==> config.mk <==
export PLATFORM = sky130hd
export DESIGN_NAME = packet_fifo_tail_drop_queue_unit
export DESIGN_NICKNAME = d
export VERILOG_FILES = /design/src/rtl/core/pfq_pkg.sv /design/src/rtl/core/packet_fifo_tail_drop_queue_unit.sv /design/src/rtl/core/pfq_ram.sv /design/src/rtl/core/pfq_regs.sv /design/src/rtl/core/pfq_front.sv /design/src/rtl/core/pfq_cmd_fifo.sv /design/src/rtl/core/pfq_back.sv
export SDC_FILE = /design/constraint.sdc
export NUM_CORES = 2
export LEC_CHECK = 0
export ABC_AREA = 0
export BUFFER_PORTS_ARGS = -buffer_cell sky130_fd_sc_hd__buf_2
export CAP_MARGIN = 20
export CORE_MARGIN = 4
export CORE_UTILIZATION = 35
export DETAILED_ROUTE_END_ITERATION = 6
export PLACE_DENSITY = 0.54
export SETUP_SLACK_MARGIN = 0.05
export SLEW_MARGIN = 40
export SYNTH_ARGS = -nofsm -noshare
export SYNTH_HDL_FRONTEND = slang
export SYNTH_SLANG_ARGS = --single-unit
==> constraint.sdc <==
create_clock -name i_clk -period 8.7 [get_ports i_clk]
set_input_delay 0.87 -clock i_clk [delete_from_list [all_inputs] [get_ports i_clk]]
set_output_delay 0.87 -clock i_clk [all_outputs]
set_load 0.02 [all_outputs]
==> src/rtl/core/pfq_pkg.sv <==
// Shared types, constants and helpers for the packet descriptor queue.
// Used by every module of the block except pfq_ram; depends on nothing.
package pfq_pkg;

    localparam int QUEUE_DEPTH = 64;
    localparam int ADDR_W      = (QUEUE_DEPTH > 1) ? $clog2(QUEUE_DEPTH) : 1;
    localparam int CNT_W       = $clog2(QUEUE_DEPTH + 1);

    localparam int KIND_W  = 2;
    localparam int WORD_W  = 16;
    localparam int POS_W   = 6;
    localparam int STAT_W  = 3;
    localparam int PCNT_W  = 7;
    localparam int BYTE_W  = 22;
    localparam int CMP_W   = (CNT_W > PCNT_W) ? CNT_W : PCNT_W;

    localparam int S_TDATA_W = 40;
    localparam int M_TDATA_W = 64;
    localparam int PADDR_W   = 3;
    localparam int PDATA_W   = 32;

    localparam int CMD_DEPTH = 2;
    localparam int CMD_PTR_W = (CMD_DEPTH > 1) ? $clog2(CMD_DEPTH) : 1;
    localparam int CMD_CNT_W = $clog2(CMD_DEPTH + 1);

    localparam int RAM_W = 2 * WORD_W;

    localparam logic REG_MAX_PACKETS = 1'b0;
    localparam logic REG_MAX_BYTES   = 1'b1;

    typedef enum logic [KIND_W-1:0] {
        KIND_ENQ  = 2'd0,
        KIND_POP  = 2'd1,
        KIND_PEEK = 2'd2,
        KIND_NOP  = 2'd3
    } t_op;

    typedef enum logic [STAT_W-1:0] {
        STAT_OK    = 3'd0,
        STAT_COUNT = 3'd1,
        STAT_BYTES = 3'd2,
        STAT_EMPTY = 3'd3,
        STAT_FULL  = 3'd4
    } t_status;

    typedef enum logic {
        ST_EXEC = 1'b0,
        ST_READ = 1'b1
    } t_back_state;

    typedef struct packed {
        t_op               op;
        logic [WORD_W-1:0] handle;
        logic [WORD_W-1:0] length;
        logic [POS_W-1:0]  position;
    } t_cmd;

    typedef struct packed {
        logic [PCNT_W-1:0] max_packets;
        logic [BYTE_W-1:0] max_bytes;
    } t_cfg;

    function automatic logic [ADDR_W-1:0] slot_add(input logic [ADDR_W-1:0] base,
                                                   input logic [CNT_W-1:0]  off);
        logic [CNT_W:0] sum;
        sum = (CNT_W+1)'(base) + (CNT_W+1)'(off);
        if (sum >= (CNT_W+1)'(QUEUE_DEPTH)) begin
            sum = sum - (CNT_W+1)'(QUEUE_DEPTH);
        end
        return sum[ADDR_W-1:0];
    endfunction

endpackage

==> src/rtl/core/packet_fifo_tail_drop_queue_unit.sv <==
// Top level of the tail-drop packet descriptor queue.
// Depends on pfq_pkg, pfq_regs, pfq_front, pfq_cmd_fifo, pfq_back.
//
//  channel   | direction | tdata (low bit up)                                   | tuser
//  s_*       | in        | handle[15:0] length[31:16] position[37:32]           | kind[1:0]
//  m_*       | out       | handle[15:0] length[31:16] count[38:32] bytes[60:39] | status[2:0]
//  apb       | in        | limit registers: max_packets @0x0, max_bytes @0x4    | -
//
// Enqueue, unused kinds, empty pop and out-of-range peek finish in the execution state;
// a pop or peek that finds a descriptor also goes through the read state for the registered read.
// Input to result passes the input register, the command queue and the execution stage.
// Reset clears pointers, counters and limits; descriptor memory is not cleared.
// Either side may stall; the input side keeps accepting until the command queue fills.
module packet_fifo_tail_drop_queue_unit
    import pfq_pkg::*;
(
    input  logic                 i_clk,
    input  logic                 i_rst_n,
    input  logic                 i_s_tvalid,
    output logic                 o_s_tready,
    input  logic [S_TDATA_W-1:0] i_s_tdata,   // handle, length, position, zero pad
    input  logic [KIND_W-1:0]    i_s_tuser,   // kind
    output logic                 o_m_tvalid,
    input  logic                 i_m_tready,
    output logic [M_TDATA_W-1:0] o_m_tdata,   // handle, length, count, bytes, zero pad
    output logic [STAT_W-1:0]    o_m_tuser,   // status
    input  logic                 psel,
    input  logic                 penable,
    input  logic                 pwrite,
    input  logic [PADDR_W-1:0]   paddr,
    input  logic [PDATA_W-1:0]   pwdata,
    output logic [PDATA_W-1:0]   prdata,
    output logic                 pready
);

    t_cfg cfg;
    logic front_valid;
    logic fifo_full;
    t_cmd front_cmd;
    logic fifo_valid;
    t_cmd fifo_cmd;
    logic fifo_pop;

    pfq_regs u_regs (
        .i_clk   (i_clk),
        .i_rst_n (i_rst_n),
        .psel    (psel),
        .penable (penable),
        .pwrite  (pwrite),
        .paddr   (paddr),
        .pwdata  (pwdata),
        .prdata  (prdata),
        .pready  (pready),
        .o_cfg   (cfg)
    );

    pfq_front u_front (
        .i_clk       (i_clk),
        .i_rst_n     (i_rst_n),
        .i_s_tvalid  (i_s_tvalid),
        .o_s_tready  (o_s_tready),
        .i_s_tdata   (i_s_tdata),
        .i_s_tuser   (i_s_tuser),
        .o_cmd_valid (front_valid),
        .i_cmd_ready (!fifo_full),
        .o_cmd       (front_cmd)
    );

    pfq_cmd_fifo u_cmd_fifo (
        .i_clk   (i_clk),
        .i_rst_n (i_rst_n),
        .i_push  (front_valid),
        .i_cmd   (front_cmd),
        .o_full  (fifo_full),
        .i_pop   (fifo_pop),
        .o_valid (fifo_valid),
        .o_cmd   (fifo_cmd)
    );

    pfq_back u_back (
        .i_clk       (i_clk),
        .i_rst_n     (i_rst_n),
        .i_cfg       (cfg),
        .i_cmd_valid (fifo_valid),
        .i_cmd       (fifo_cmd),
        .o_cmd_pop   (fifo_pop),
        .o_m_tvalid  (o_m_tvalid),
        .i_m_tready  (i_m_tready),
        .o_m_tdata   (o_m_tdata),
        .o_m_tuser   (o_m_tuser)
    );

endmodule

==> src/rtl/core/pfq_ram.sv <==
// Generic single-write, single-read RAM with registered read data.
// Standalone; no package needed.
module pfq_ram #(
    parameter int WIDTH = 32,
    parameter int DEPTH = 64
) (
    input  logic                                     i_clk,
    input  logic                                     i_we,
    input  logic [((DEPTH > 1) ? $clog2(DEPTH) : 1)-1:0] i_waddr,
    input  logic [WIDTH-1:0]                         i_wdata,
    input  logic                                     i_re,
    input  logic [((DEPTH > 1) ? $clog2(DEPTH) : 1)-1:0] i_raddr,
    output logic [WIDTH-1:0]                         o_rdata
);

    logic [WIDTH-1:0] r_mem [DEPTH];
    logic [WIDTH-1:0] r_rdata;

    always_ff @(posedge i_clk) begin
        if (i_we) begin
            r_mem[i_waddr] <= i_wdata;
        end
        if (i_re) begin
            r_rdata <= r_mem[i_raddr];
        end
    end

    assign o_rdata = r_rdata;

endmodule

==> src/rtl/core/pfq_regs.sv <==
// APB register file holding the packet and byte limits.
// Depends on pfq_pkg.
module pfq_regs
    import pfq_pkg::*;
(
    input  logic               i_clk,
    input  logic               i_rst_n,
    input  logic               psel,
    input  logic               penable,
    input  logic               pwrite,
    input  logic [PADDR_W-1:0] paddr,
    input  logic [PDATA_W-1:0] pwdata,
    output logic [PDATA_W-1:0] prdata,
    output logic               pready,
    output t_cfg               o_cfg
);

    t_cfg r_cfg;
    t_cfg n_cfg;
    logic wr_en;

    assign pready = 1'b1;
    assign wr_en  = psel && penable && pwrite;

    always_comb begin
        n_cfg = r_cfg;
        if (wr_en) begin
            unique case (paddr[2])
                REG_MAX_PACKETS: n_cfg.max_packets = pwdata[PCNT_W-1:0];
                REG_MAX_BYTES:   n_cfg.max_bytes   = pwdata[BYTE_W-1:0];
                default:         n_cfg = r_cfg;
            endcase
        end
    end

    always_ff @(posedge i_clk) begin
        if (!i_rst_n) begin
            r_cfg <= '0;
        end else begin
            r_cfg <= n_cfg;
        end
    end

    always_comb begin
        unique case (paddr[2])
            REG_MAX_PACKETS: prdata = PDATA_W'(r_cfg.max_packets);
            REG_MAX_BYTES:   prdata = PDATA_W'(r_cfg.max_bytes);
            default:         prdata = '0;
        endcase
    end

    assign o_cfg = r_cfg;

endmodule

==> src/rtl/core/pfq_front.sv <==
// Input stage: register the incoming item and classify its kind into an op.
// Depends on pfq_pkg; feeds pfq_cmd_fifo.
module pfq_front
    import pfq_pkg::*;
(
    input  logic                 i_clk,
    input  logic                 i_rst_n,
    input  logic                 i_s_tvalid,
    output logic                 o_s_tready,
    input  logic [S_TDATA_W-1:0] i_s_tdata,
    input  logic [KIND_W-1:0]    i_s_tuser,
    output logic                 o_cmd_valid,
    input  logic                 i_cmd_ready,
    output t_cmd                 o_cmd
);

    logic r_valid;
    logic n_valid;
    t_cmd r_cmd;
    t_cmd n_cmd;
    logic take;

    assign o_s_tready = !r_valid || i_cmd_ready;
    assign take       = i_s_tvalid && o_s_tready;

    always_comb begin
        n_cmd          = r_cmd;
        n_cmd.handle   = i_s_tdata[WORD_W-1:0];
        n_cmd.length   = i_s_tdata[2*WORD_W-1:WORD_W];
        n_cmd.position = i_s_tdata[2*WORD_W+POS_W-1:2*WORD_W];
        unique case (i_s_tuser)
            KIND_ENQ:  n_cmd.op = KIND_ENQ;
            KIND_POP:  n_cmd.op = KIND_POP;
            KIND_PEEK: n_cmd.op = KIND_PEEK;
            default:   n_cmd.op = KIND_NOP;
        endcase
    end

    always_comb begin
        if (take) begin
            n_valid = 1'b1;
        end else if (i_cmd_ready) begin
            n_valid = 1'b0;
        end else begin
            n_valid = r_valid;
        end
    end

    always_ff @(posedge i_clk) begin
        if (!i_rst_n) begin
            r_valid <= 1'b0;
        end else begin
            r_valid <= n_valid;
        end
    end

    always_ff @(posedge i_clk) begin
        if (take) begin
            r_cmd <= n_cmd;
        end
    end

    assign o_cmd_valid = r_valid;
    assign o_cmd       = r_cmd;

endmodule

==> src/rtl/core/pfq_cmd_fifo.sv <==
// Short command queue decoupling the front stage from the execution stage.
// Depends on pfq_pkg.
module pfq_cmd_fifo
    import pfq_pkg::*;
(
    input  logic i_clk,
    input  logic i_rst_n,
    input  logic i_push,
    input  t_cmd i_cmd,
    output logic o_full,
    input  logic i_pop,
    output logic o_valid,
    output t_cmd o_cmd
);

    t_cmd                 r_mem [CMD_DEPTH];
    logic [CMD_PTR_W-1:0] r_wr_ptr;
    logic [CMD_PTR_W-1:0] r_rd_ptr;
    logic [CMD_CNT_W-1:0] r_cnt;
    logic [CMD_PTR_W-1:0] n_wr_ptr;
    logic [CMD_PTR_W-1:0] n_rd_ptr;
    logic [CMD_CNT_W-1:0] n_cnt;
    logic                 do_push;
    logic                 do_pop;

    assign o_full  = (r_cnt == CMD_CNT_W'(CMD_DEPTH));
    assign o_valid = (r_cnt != '0);
    assign do_push = i_push && !o_full;
    assign do_pop  = i_pop && o_valid;
    assign o_cmd   = r_mem[r_rd_ptr];

    always_comb begin
        n_wr_ptr = r_wr_ptr;
        n_rd_ptr = r_rd_ptr;
        n_cnt    = r_cnt;
        if (do_push) begin
            n_wr_ptr = (r_wr_ptr == CMD_PTR_W'(CMD_DEPTH - 1)) ? '0 : r_wr_ptr + 1'b1;
        end
        if (do_pop) begin
            n_rd_ptr = (r_rd_ptr == CMD_PTR_W'(CMD_DEPTH - 1)) ? '0 : r_rd_ptr + 1'b1;
        end
        if (do_push && !do_pop) begin
            n_cnt = r_cnt + 1'b1;
        end else if (do_pop && !do_push) begin
            n_cnt = r_cnt - 1'b1;
        end
    end

    always_ff @(posedge i_clk) begin
        if (!i_rst_n) begin
            r_wr_ptr <= '0;
            r_rd_ptr <= '0;
            r_cnt    <= '0;
        end else begin
            r_wr_ptr <= n_wr_ptr;
            r_rd_ptr <= n_rd_ptr;
            r_cnt    <= n_cnt;
        end
    end

    always_ff @(posedge i_clk) begin
        if (do_push) begin
            r_mem[r_wr_ptr] <= i_cmd;
        end
    end

endmodule

==> src/rtl/core/pfq_back.sv <==
// Execution stage: admission checks, descriptor storage, counters, result register.
// Depends on pfq_pkg and pfq_ram.
module pfq_back
    import pfq_pkg::*;
(
    input  logic                 i_clk,
    input  logic                 i_rst_n,
    input  t_cfg                 i_cfg,
    input  logic                 i_cmd_valid,
    input  t_cmd                 i_cmd,
    output logic                 o_cmd_pop,
    output logic                 o_m_tvalid,
    input  logic                 i_m_tready,
    output logic [M_TDATA_W-1:0] o_m_tdata,
    output logic [STAT_W-1:0]    o_m_tuser
);

    t_back_state        r_state;
    t_back_state        n_state;
    logic [ADDR_W-1:0]  r_head;
    logic [ADDR_W-1:0]  n_head;
    logic [CNT_W-1:0]   r_count;
    logic [CNT_W-1:0]   n_count;
    logic [BYTE_W-1:0]  r_bytes;
    logic [BYTE_W-1:0]  n_bytes;
    logic               r_pend_pop;
    logic               r_out_valid;
    logic               n_out_valid;
    t_status            r_out_status;
    t_status            n_out_status;
    logic [WORD_W-1:0]  r_out_handle;
    logic [WORD_W-1:0]  n_out_handle;
    logic [WORD_W-1:0]  r_out_length;
    logic [WORD_W-1:0]  n_out_length;
    logic [PCNT_W-1:0]  r_out_count;
    logic [BYTE_W-1:0]  r_out_bytes;

    logic               out_free;
    logic               exec_go;
    logic               read_done;
    logic               load_out;
    logic               ram_we;
    logic               ram_re;
    logic [ADDR_W-1:0]  ram_raddr;
    logic [RAM_W-1:0]   ram_rdata;
    logic [ADDR_W-1:0]  tail_slot;
    logic [BYTE_W:0]    enq_sum;
    logic               cnt_fail;
    logic               byte_fail;
    logic               full_fail;
    logic               peek_hit;
    t_status            enq_status;

    assign out_free = !r_out_valid || i_m_tready;

    assign tail_slot = slot_add(r_head, r_count);
    assign enq_sum   = (BYTE_W+1)'(r_bytes) + (BYTE_W+1)'(i_cmd.length);
    assign cnt_fail  = (i_cfg.max_packets != '0)
                    && (CMP_W'(r_count) >= CMP_W'(i_cfg.max_packets));
    assign byte_fail = ((i_cfg.max_bytes != '0) && (enq_sum > (BYTE_W+1)'(i_cfg.max_bytes)))
                    || enq_sum[BYTE_W];
    assign full_fail = (r_count >= CNT_W'(QUEUE_DEPTH));
    assign peek_hit  = (CMP_W'(i_cmd.position) < CMP_W'(r_count));

    always_comb begin
        priority if (cnt_fail) begin
            enq_status = STAT_COUNT;
        end else if (byte_fail) begin
            enq_status = STAT_BYTES;
        end else if (full_fail) begin
            enq_status = STAT_FULL;
        end else begin
            enq_status = STAT_OK;
        end
    end

    // next state
    always_comb begin
        n_state = r_state;
        unique case (r_state)
            ST_EXEC: begin
                if (i_cmd_valid && out_free) begin
                    if ((i_cmd.op == KIND_POP && r_count != '0)
                        || (i_cmd.op == KIND_PEEK && peek_hit)) begin
                        n_state = ST_READ;
                    end
                end
            end
            ST_READ: begin
                if (out_free) begin
                    n_state = ST_EXEC;
                end
            end
            default: n_state = ST_EXEC;
        endcase
    end

    // control outputs
    always_comb begin
        exec_go   = 1'b0;
        read_done = 1'b0;
        ram_we    = 1'b0;
        ram_re    = 1'b0;
        ram_raddr = r_head;
        load_out  = 1'b0;
        unique case (r_state)
            ST_EXEC: begin
                exec_go = i_cmd_valid && out_free;
                if (exec_go) begin
                    unique case (i_cmd.op)
                        KIND_ENQ: begin
                            ram_we   = (enq_status == STAT_OK);
                            load_out = 1'b1;
                        end
                        KIND_POP: begin
                            ram_re   = (r_count != '0);
                            load_out = (r_count == '0);
                        end
                        KIND_PEEK: begin
                            ram_re    = peek_hit;
                            ram_raddr = slot_add(r_head, CNT_W'(i_cmd.position));
                            load_out  = !peek_hit;
                        end
                        default: load_out = 1'b1;
                    endcase
                end
            end
            ST_READ: begin
                read_done = out_free;
                load_out  = out_free;
            end
            default: ;
        endcase
    end

    assign o_cmd_pop = exec_go;

    // datapath next values
    always_comb begin
        n_head       = r_head;
        n_count      = r_count;
        n_bytes      = r_bytes;
        n_out_status = STAT_EMPTY;
        n_out_handle = '0;
        n_out_length = '0;
        if (read_done) begin
            n_out_status = STAT_OK;
            n_out_handle = ram_rdata[WORD_W-1:0];
            n_out_length = ram_rdata[RAM_W-1:WORD_W];
            if (r_pend_pop) begin
                n_head  = (r_head == ADDR_W'(QUEUE_DEPTH - 1)) ? '0 : r_head + 1'b1;
                n_count = r_count - 1'b1;
                n_bytes = r_bytes - BYTE_W'(ram_rdata[RAM_W-1:WORD_W]);
            end
        end else if (exec_go && i_cmd.op == KIND_ENQ) begin
            n_out_status = enq_status;
            if (enq_status == STAT_OK) begin
                n_count = r_count + 1'b1;
                n_bytes = enq_sum[BYTE_W-1:0];
            end
        end
    end

    always_comb begin
        if (load_out) begin
            n_out_valid = 1'b1;
        end else if (i_m_tready) begin
            n_out_valid = 1'b0;
        end else begin
            n_out_valid = r_out_valid;
        end
    end

    always_ff @(posedge i_clk) begin
        if (!i_rst_n) begin
            r_state     <= ST_EXEC;
            r_head      <= '0;
            r_count     <= '0;
            r_bytes     <= '0;
            r_out_valid <= 1'b0;
        end else begin
            r_state     <= n_state;
            r_head      <= n_head;
            r_count     <= n_count;
            r_bytes     <= n_bytes;
            r_out_valid <= n_out_valid;
        end
    end

    always_ff @(posedge i_clk) begin
        if (ram_re) begin
            r_pend_pop <= (i_cmd.op == KIND_POP);
        end
        if (load_out) begin
            r_out_status <= n_out_status;
            r_out_handle <= n_out_handle;
            r_out_length <= n_out_length;
            r_out_count  <= PCNT_W'(n_count);
            r_out_bytes  <= n_bytes;
        end
    end

    pfq_ram #(
        .WIDTH (RAM_W),
        .DEPTH (QUEUE_DEPTH)
    ) u_store (
        .i_clk   (i_clk),
        .i_we    (ram_we),
        .i_waddr (tail_slot),
        .i_wdata ({i_cmd.length, i_cmd.handle}),
        .i_re    (ram_re),
        .i_raddr (ram_raddr),
        .o_rdata (ram_rdata)
    );

    assign o_m_tvalid = r_out_valid;
    assign o_m_tuser  = r_out_status;
    assign o_m_tdata  = M_TDATA_W'({r_out_bytes, r_out_count, r_out_length, r_out_handle});

endmodule

==> run metrics <==
outcome=complete, but fails checks; failing checks=design-rule violations; Chip Width=524 um; XOR/XNOR share of the synthesized area=0.00516; Setup WS pre-CTS=765 ps; synthesized cell area=0.0933 mm^2; Sw Share=0.306; DP Cell Count=9,794; Synth Flop Type=edfxtp_1; fin area=0.107 mm^2; vias post-DR=56,084; relative slew slack=0.334; fraction of registers with async set/reset=0; min Tclk post-route=7970 ps; Total Power=0.0294 W; clk root buf=clkbuf_16; Layout Cells excl Fill=10,245; Least-Margin Pin Slew=999 ps; Crit path arrival time=8530 ps; Pins Over Slew Limit=0; antenna violations before repair=20; Setup Fix Bufs, Post-CTS=0; total of max-cap violations=0; main combinational cell family by area after synthesis=simple AND/OR/NAND/NOR gates; DRC=3; Crit. End Element=register; cell with the most instances after synthesis=edfxtp_1; RSZ-0062 raised after global routing=false; switching power=0.00898 W; Clock Skews=58.7 ps; Logic pwr share=0.208; clk sinks=2,337; hold buffers post-CTS=0; Cell Pwr Density=274 mW/mm^2; CP Launch Type=register; fin crit share=0.916; # H-tree levels=4; simple-gate area share of the yosys netlist=0.0929; Overflow after GRT=0; vias in the first global route=53,489; initial DRC count=6,080; Syn Area/Cell=14.9 um^2; first-pass iteration count of the detailed router=7; Tot GR Track Use=0.197; I/O pins=186; Max Clk Rate=125 MHz; core box area=0.265 mm^2; final setup margin=731 ps; setup violators final=0; cell taking the most area after synthesis=edfxtp_1; die height=524 um; nets=6,668; sequential share of power=0.462; internal power=0.0204 W; sum of negative setup slack=0 ps; Yosys warnings=0; Leak=35.8 nW; TritonCTS buffer count=228; worst vdd ir=0.253 mV; WL per Instance=27.2 um; first-pass GRT wire length=393,000 um; register area share after synthesis=0.744; I/O Buffers=157; Post-Synthesis Cells=6,260; CTS tree=done; GP Congestion=0.885; Worst Hold Class=in2reg; CTS max path bufs=3; Adder-Cell Fraction of Synth Area=0.0121; Hold Violations, Final=0; count of different cell masters after synthesis=87; Crit Path Max Fanout=18; crit path kind=reg2reg; P&R area growth vs syn=15.0%; Via density=5.47; layout cell share with drive strength beyond 1=0.139; CP required=9270 ps; # rows=189; Initial Util=0.352; most instantiated cells after synthesis=edfxtp_1, nand2_1, mux2i_1; full die area=0.275 mm^2; antenna viol nets, final=0; Clk pwr share=0.330; Routed WL=279,000 um; post-synthesis mux area share=0.0491; top post-synthesis cells by area=edfxtp_1, nand2_1, mux2i_1; Yosys top cell area share=0.729; Compound-Gate Fraction of Synth Area=0.0757; post_cts resized=0; synthesized flop and latch total=2,337; Post-synth EDFFs=2,265; Placed Area=0.0999 mm^2; clk_lat worst skew=890 ps; post-DP HPWL=166,000 um; Reg clk slew, reported paths=70 ps; largest net degree at the start of global routing=137
flip-flops by register name, indices dropped and copies added, names as in the netlist, 3 cells and up, named ones only:
name,cells
u_back.o_m_tuser,3
u_back.r_bytes,22
u_back.r_count,7
u_back.r_head,6
u_back.r_out_bytes,22
u_back.r_out_count,7
u_back.r_out_handle,16
u_back.r_out_length,16
u_back.u_store.o_rdata,32
u_back.u_store.r_mem,2048
u_cmd_fifo.r_mem,80
u_front.o_cmd,40
u_regs.o_cfg,29
worst max-delay path, stage by stage, from the launching register on:
cell	delay [ps]
dfxtp_2	410
buf_4	290
mux2_2	400
ha_1	250
fa_1	430
a211oi_1	280
nor2_1	150
o21a_1	230
a311oi_1	420
o21ai_0	300
nand3_1	200
xnor2_1	80
ha_1	300
nand4_1	130
nor4_1	760
nand3_1	140
a32o_1	340
and4bb_4	350
nand2_4	190
or4_1	970
nor2_4	700
buf_4	310
final timing paths:
check,start,to,slack [ps],depth (start not counted)
max,register,u_back.u_store.r_mem[39][5],730,21
min,i_s_tdata[35],u_front.o_cmd[3],160,1
max reg2reg,register,u_back.u_store.r_mem[39][5],730,21
min reg2reg,u_front.o_cmd[31],u_cmd_fifo.r_mem[0][31],450,0
power by group through the flow:
stage | clock [W] | sequential, W | combinational [W]
3_5_place_dp | 0 | 0.0138 | 0.00609
4_1_cts | 0.00987 | 0.0136 | 0.00610
2_1_floorplan | 0 | 0.0139 | 0.00301
6_report | 0.00969 | 0.0135 | 0.00612
3_3_place_gp | 0 | 0.0138 | 0.00594
5_1_grt | 0.0103 | 0.0136 | 0.00646
layout make-up:
cell class / instances / area [um^2]
flip-flops and latches: 2337 / 69500
repair buffers: 387 / 2970
diodes: 22 / 55.1
multi-input cells: 3468 / 22900
clock inverters: 143 / 1310
well taps: 3533 / 4420
fillers: 24254 / 158000
clock buffers: 281 / 5960
inverters: 74 / 280
logic make-up after synthesis:
group                      Yosys count
DFF                               2337
adders and majority gates           88
and+or+nand+nor                   1974
buffers and inverters              467
other                                2
xor gates and xnor gates            55
AOI/OAI and AO/OA                  913
muxes                              424
through the flow:
step / hold slack (ps) / util
2_1_floorplan: 421 / -
3_3_place_gp: 426 / 0.375
3_5_place_dp: 432 / 0.376
4_1_cts: 84.5 / 0.404
5_1_grt: 124 / 0.404
6_report: 165 / 0.404
layer usage:
metal,global-route usage,vias to the layer above,share of wire
li1,-,24712,-
met1,0.279,28807,0.43
met2,0.311,2202,0.46
met3,0.0281,357,0.071
met4,0.0663,6,0.032
met5,0,-,0.00015
placed cells by master, fill, tap and decap left out, types with 14 or more instances in the layout:
cell / Yosys / routed
nand2_1: 1240 / 1235
o21ai_0: 39 / 39
or4_1: 30 / 29
buf_2: 89 / 157
a21oi_1: 116 / 115
buf_12: 0 / 29
a32oi_1: 328 / 328
edfxtp_1: 2265 / 2265
xor2_1: 20 / 20
clkbuf_16: 0 / 230
a211oi_1: 116 / 116
conb_1: 2 / 14
xnor2_1: 35 / 34
mux4_2: 23 / 23
nand4_1: 35 / 35
clkinv_1: 2 / 57
o21bai_1: 30 / 23
a311oi_1: 82 / 82
nand3_1: 197 / 196
o22ai_1: 28 / 26
buf_6: 0 / 22
bufinv_16: 0 / 18
dfxtp_1: 72 / 71
and3_1: 182 / 180
mux2i_1: 360 / 359
and2_1: 24 / 20
mux2_2: 40 / 40
clkbuf_1: 254 / 50
nor2_1: 170 / 94
clkinv_2: 0 / 37
diode_2: 0 / 22
inv_1: 71 / 71
nor2_4: 1 / 78
o2111ai_1: 29 / 20
buf_4: 20 / 178
ha_1: 84 / 84
a31oi_1: 36 / 36
(Power assumes the default switching activity.)
